`src/f2q28_pkg.sv`:
```
// Shared types and constants for the float-to-Q28 PCM converter.
// No dependencies; imported by every module in src.
package f2q28_pkg;

	// Configuration register indexes
	localparam logic [0:0] CFG_IDX_DOUBLE = 1'b0;
	localparam logic [0:0] CFG_IDX_LITTLE = 1'b1;

	localparam int EXP_W = 12;
	localparam int MAG_W = 29;

	localparam logic signed [EXP_W-1:0] SGL_BIAS = 12'sd127;
	localparam logic signed [EXP_W-1:0] DBL_BIAS = 12'sd1023;
	// deepest right shift that still leaves a bit
	localparam logic signed [EXP_W-1:0] EXP_MIN  = -12'sd28;

	localparam logic [MAG_W-1:0] PCM_POS_FULL = 29'h0FFF_FFFF;
	localparam logic [MAG_W-1:0] PCM_NEG_FULL = 29'h1000_0000;

	// Decoded sample: sign, unbiased exponent, magnitude with hidden one at bit 28
	typedef struct packed {
		logic                    neg;
		logic signed [EXP_W-1:0] exp;
		logic [MAG_W-1:0]        mag;
	} fields_t;

endpackage

```
`src/ieee_float_to_q28_pcm_unit.sv`:
```
// Order: start is captured in the input register, then the result register raises done;
// the word is taken at the edge that ends the done cycle.
// Throughput: one word per cycle; busy is tied low, start may be held every cycle.
// Pipeline: input register (s1), unpack + scale logic, result register (q).
// Reset (arst_n low, async): pipeline valid and done clear; double_precision
// resets to 0, little_endian to 1. The receiver cannot stall; done is one cycle.
module ieee_float_to_q28_pcm_unit (
	input  logic               clk,
	input  logic               arst_n,
	input  logic               start,
	output logic               busy,
	input  logic        [63:0] sample_word,
	output logic               done,
	output logic signed [28:0] pcm_value,
	input  logic               cfg_write_en,
	input  logic         [0:0] cfg_index,
	input  logic         [0:0] cfg_data
);
	import f2q28_pkg::*;

	logic          double_precision_q;
	logic          little_endian_q;
	logic          valid_s1;
	logic [63:0]   sample_s1;
	fields_t       fields_d;
	logic [28:0]   pcm_d;
	logic [28:0]   pcm_q;

	// Stateless datapath, so nothing ever holds off a new word.
	assign busy = 1'b0;

	// Config registers; the user must write them only while the pipe is empty (not enforced here).
	always_ff @(posedge clk or negedge arst_n) begin
		if (!arst_n) begin
			double_precision_q <= 1'b0;
			little_endian_q    <= 1'b1;
		end else if (cfg_write_en) begin
			if (cfg_index == CFG_IDX_DOUBLE) begin
				double_precision_q <= cfg_data[0];
			end
			if (cfg_index == CFG_IDX_LITTLE) begin
				little_endian_q <= cfg_data[0];
			end
		end
	end

	// Valid chain
	always_ff @(posedge clk or negedge arst_n) begin
		if (!arst_n) begin
			valid_s1 <= 1'b0;
			done     <= 1'b0;
		end else begin
			valid_s1 <= start && !busy;
			done     <= valid_s1;
		end
	end

	// Payload registers, no reset
	always_ff @(posedge clk) begin
		if (start && !busy) begin
			sample_s1 <= sample_word;
		end
		if (valid_s1) begin
			pcm_q <= pcm_d;
		end
	end

	// Endian fix and field split
	f2q28_unpack u_unpack (
		.sample_word      (sample_s1),
		.double_precision (double_precision_q),
		.little_endian    (little_endian_q),
		.fields           (fields_d)
	);

	// Shift, negate, saturate
	f2q28_scale u_scale (
		.fields (fields_d),
		.pcm    (pcm_d)
	);

	assign pcm_value = $signed(pcm_q);

	// Every accepted word comes out with done, through the input and result registers.
	a_accept_to_done: assert property (@(posedge clk) disable iff (!arst_n)
		start |-> ##2 done)
		else $error("accepted word did not produce done");

	// No done without a matching accept.
	a_done_has_accept: assert property (@(posedge clk) disable iff (!arst_n)
		done |-> $past(start, 2))
		else $error("done without accepted word");

	// Tiny exponents flush to zero.
	a_underflow_zero: assert property (@(posedge clk) disable iff (!arst_n)
		(valid_s1 && fields_d.exp < EXP_MIN) |=> (pcm_value == 29'sd0))
		else $error("underflow did not give zero");

	// Large exponents saturate by sign.
	a_saturate: assert property (@(posedge clk) disable iff (!arst_n)
		(valid_s1 && !fields_d.exp[EXP_W-1]) |=>
		(pcm_q == PCM_POS_FULL || pcm_q == PCM_NEG_FULL))
		else $error("overflow did not saturate");

endmodule

```
`src/f2q28_unpack.sv`:
```
// Byte-order fixup and IEEE-754 field extraction (single or double).
// Depends on f2q28_pkg.
module f2q28_unpack (
	input  logic              [63:0] sample_word,
	input  logic                     double_precision,
	input  logic                     little_endian,
	output f2q28_pkg::fields_t       fields
);
	import f2q28_pkg::*;

	logic [63:0] swap64;
	logic [31:0] swap32;
	logic [63:0] dbits;
	logic [31:0] sbits;

	always_comb begin
		for (int k = 0; k < 8; k++) begin
			swap64[8*k +: 8] = sample_word[8*(7-k) +: 8];
		end
		for (int k = 0; k < 4; k++) begin
			swap32[8*k +: 8] = sample_word[8*(3-k) +: 8];
		end
	end

	assign dbits = little_endian ? sample_word : swap64;
	assign sbits = little_endian ? sample_word[31:0] : swap32;

	always_comb begin
		if (double_precision) begin
			fields.neg = dbits[63];
			fields.exp = $signed({1'b0, dbits[62:52]}) - DBL_BIAS;
			// lower 24 mantissa bits are dropped
			fields.mag = {1'b1, dbits[51:24]};
		end else begin
			fields.neg = sbits[31];
			fields.exp = $signed({4'b0000, sbits[30:23]}) - SGL_BIAS;
			fields.mag = {1'b1, sbits[22:0], 5'b00000};
		end
	end

endmodule

```
`src/f2q28_scale.sv`:
```
// Exponent-driven right shift, sign apply and full-scale saturation.
// Depends on f2q28_pkg.
module f2q28_scale (
	input  f2q28_pkg::fields_t        fields,
	output logic               [28:0] pcm
);
	import f2q28_pkg::*;

	logic [EXP_W-1:0] neg_exp;
	logic [4:0]       shamt;
	logic [MAG_W-1:0] shifted;

	assign neg_exp = -fields.exp;
	assign shamt   = neg_exp[4:0];
	assign shifted = fields.mag >> shamt;

	always_comb begin
		if (fields.exp < 0 && fields.exp >= EXP_MIN) begin
			pcm = fields.neg ? (~shifted + 29'd1) : shifted;
		end else if (fields.exp < EXP_MIN) begin
			pcm = '0;
		end else begin
			pcm = fields.neg ? PCM_NEG_FULL : PCM_POS_FULL;
		end
	end

endmodule

```
`config.mk`:
```
export PLATFORM = sky130hd
export DESIGN_NAME = ieee_float_to_q28_pcm_unit
export DESIGN_NICKNAME = d
export VERILOG_FILES = /design/src/f2q28_pkg.sv /design/src/ieee_float_to_q28_pcm_unit.sv /design/src/f2q28_unpack.sv /design/src/f2q28_scale.sv
export SDC_FILE = /design/constraint.sdc
export NUM_CORES = 1
export LEC_CHECK = 0
export BUFFER_PORTS_ARGS = -buffer_cell sky130_fd_sc_hd__buf_2
export CAP_MARGIN = 20
export CORE_MARGIN = 8
export CORE_UTILIZATION = 55
export DETAILED_ROUTE_END_ITERATION = 16
export PLACE_DENSITY = 0.76
export SYNTH_ARGS = -nofsm -noshare
export SYNTH_HDL_FRONTEND = slang
export SYNTH_SLANG_ARGS = --single-unit
```
`constraint.sdc`:
```
create_clock -name clk -period 7.7 [get_ports clk]
set_input_delay 2.31 -clock clk [delete_from_list [all_inputs] [get_ports clk]]
set_output_delay 2.31 -clock clk [all_outputs]
set_load 0.01 [all_outputs]
```
==> flow_summary.toml <==
[cts]
clockBufferDepth = 2
cts_tree = "done"
cts.clk_slew.worst_paths_ns = 0.07
cts_resized = 0
post_cts_buffers = 0
insertion_delay_ns = 0.36
cts_hold_buf = 0
clock-root-buffer = "clkbuf_16"
cts_buffers = 9
cts-htree-levels = 3
cts_sinks = 97

[final_layout]
area_growth_pct = 12.08
diodes = 0
layout-drive-gt1-share_pct = 27.86
postLayoutCoreUtil_pct = 62.27
finalNetCount = 831

[timing]
final_hold_viol_count = 0
worst_slack_ns = 1.371
fmax_mhz = 158.0
fin_crit_ns = 6.329
setup_violations = 0
rsz0062_at_grt = "no"
drv_slew = 0
tightest_slew_ns = 1.003
max_slew_margin_pct = 32.24
period_share_pct = 82.19
skew_ns = 0.01085
finalSetupTns_ns = 0

[critical_path]
cp.required_ns = 7.81
cp-start-kind = "flop"
path_depth = 16
path_buf_inv = 2
worstRegToRegCells = 16
critPathKind = "flop to flop"
crit_arrival_ns = 6.44
slowest_delay_ns = 1.02
worstPathCellList = "mux2_2 > ha_1 > mux2i_1 > ha_1 > inv_1 > or3_1 > nand2_1 > nor2_1 > mux2i_1 > a22oi_1 > inv_1 > ha_1 > nor2b_1 > nand4_2 > a211oi_1 > mux2_1"
endpoint_kind = "flop"
cp_top_family = "simple AND/OR/NAND/NOR gates"
cp_max_fo = 31
cp_slowest_cell = "dfstp_2"
cp_common_cell = "ha_1"

[power_and_ir_drop]
irDropWorstVdd_mv = 0.2161
pwr_density_cell_nw_per_um2 = 355.2
leakage_uw = 0.003120

[route]
wirelength_um = 20730
drtIter0Drc = 546
ant_nets = 0
vias_per_cell = 6.539
vias = 6127
detail_route.wl_per_cell_um = 22.12
first_pass_iters = 6
drc = 0

[synthesis]
yosys_warnings = 0
synth_edf_count = 93
ys_seq_area_share_pct = 39.81
post-synth-top-count-cell = "edfxtp_1"
synthTopCellsByCount = "edfxtp_1, nand2_1, nor2_1, mux2i_1, a21oi_1"
yosysUniqueCellTypes = 81
synth_seq_cells = 97
synth_nets = 759
syn_area_per_cell_sq_um = 10.63
yosysTopAreaCell = "edfxtp_1"
synthesis.area_sq_um = 7269
synth_top_cell_area_share_pct = 38.42
ys_top_cells_by_area = "edfxtp_1, mux4_2, mux2i_1"
synth_ff_type = "edfxtp_1"
synthCells = 684
async_reset_ff_share_pct = 4.124

[placed_design]
io_buffers = 99
post-place-ws_ns = 1.506
routabilityCongestion = 0.9619
hpwl_um = 15460

[worst_hold_path]
hold_path.class = "flop to flop"
hold-path-cell-count = 0

[global_route]
grt_use_met1_pct = 29.38
use_met3_pct = 4.748
grt_util_all_layers_pct = 24.69
grt.busiest_layer = "met2"
met2_usage_pct = 43.15
grt-ovfl-total = 0
grt_pass1_vias = 5985
antenna_found_initial = 0
grt_max_degree = 66
grt_pass1_wl_um = 32470

[die]
die_y_um = 131.0
die_area_sq_um = 17150
core-area_sq_um = 13090
start_util_pct = 55.56
die_x_um = 131.0
rows = 42
io_pins = 101

[flow_run]
drv_cap = 0

[status]
status = "finished, final reports clean"
## stage by stage
step / hold WS, ns / instance area, sq um / std cells / power [uW]
2_1_floorplan: 0.8942 / 7269 / 684 / 1962
3_3_place_gp: 1.044 / 7797 / 920 / 2353
3_5_place_dp: 1.055 / 7797 / 920 / 2378
4_1_cts: 1.068 / 8120 / 936 / 2868
5_1_grt: 0.6512 / 8148 / 937 / 3058
6_report: 0.6242 / 8148 / 937 / 2894
## final cells by class
class	count	area [sq um]
Inverter	9	33.78
Clock buffer	9	225.2
Clock inverter	7	97.59
Tap cell	176	220.2
Sequential cell	97	2895
Fill cell	1062	4937
Timing Repair Buffer	112	613.1
Multi-Input combinational cell	527	4063
## power breakdown
part           total, uW  switching, uW  leakage [uW]  internal [uW]
Combinational       1710           1080       0.00200            631
Sequential           701           45.7      0.000966            655
Clock                481            220      0.000157            262
Total               2890           1350       0.00312           1550
## flip-flops by register name, summed over array words and instances (netlist names)
name / cells
done: 1
pcm_value: 29
valid_s1: 1
little_endian_q: 1
sample_s1: 64
double_precision_q: 1
## path summary, 6_finish.rpt
kind	startpoint	end	slack [ns]
hold reg to reg	valid_s1$_DFF_PN0_	done$_DFF_PN0_	0.62
setup / recovery	little_endian_q$_DFFE_PN1P_	pcm_value[28]$_DFFE_PP_	1.37
hold / removal	valid_s1$_DFF_PN0_	done$_DFF_PN0_	0.62
min in group asynchronous	arst_n	valid_s1$_DFF_PN0_	1.75
max in group asynchronous	arst_n	little_endian_q$_DFFE_PN1P_	5.73
setup reg to reg	little_endian_q$_DFFE_PN1P_	pcm_value[28]$_DFFE_PP_	1.37
## routing by layer
metal | vias to the layer above | wire length, um
li1 | 2821 | -
met1 | 2955 | 8191
met2 | 307 | 10540
met3 | 44 | 1497
met4 | 0 | 507
met5 | - | 0
## cells by family after synthesis
family / synth area share, %
compound gates: 14.73
xor+xnor: 0.9639
fa+ha+maj: 0.8606
buf+inv: 4.441
flops: 39.81
mux: 23.60
other cells: 0.05159
simple gates: 15.54
## placed cells by master (no fill, tap or decap), types with 3 or more instances in the layout
cell type / n
a221oi_1: 3
and3_1: 4
a21o_1: 3
a211oi_1: 6
inv_1: 9
nor3b_1: 3
buf_4: 12
xnor2_1: 6
nor2_1: 57
o21ai_0: 34
nand2b_1: 3
o22ai_1: 11
nor3_1: 20
o31a_1: 3
o21ai_1: 5
nand4b_1: 3
nand4_1: 11
nand2_1: 64
a21oi_1: 37
o211ai_1: 3
mux2_2: 35
or3_1: 8
mux2_1: 4
and2_1: 4
o311ai_1: 4
mux4_2: 32
buf_2: 99
o31ai_1: 5
or4_1: 4
a22oi_1: 5
clkbuf_16: 9
edfxtp_1: 93
nand3_1: 16
a31oi_1: 19
mux2i_1: 54
nor2b_1: 7
ha_1: 5
inv_6: 3
(Power assumes the default switching activity.)
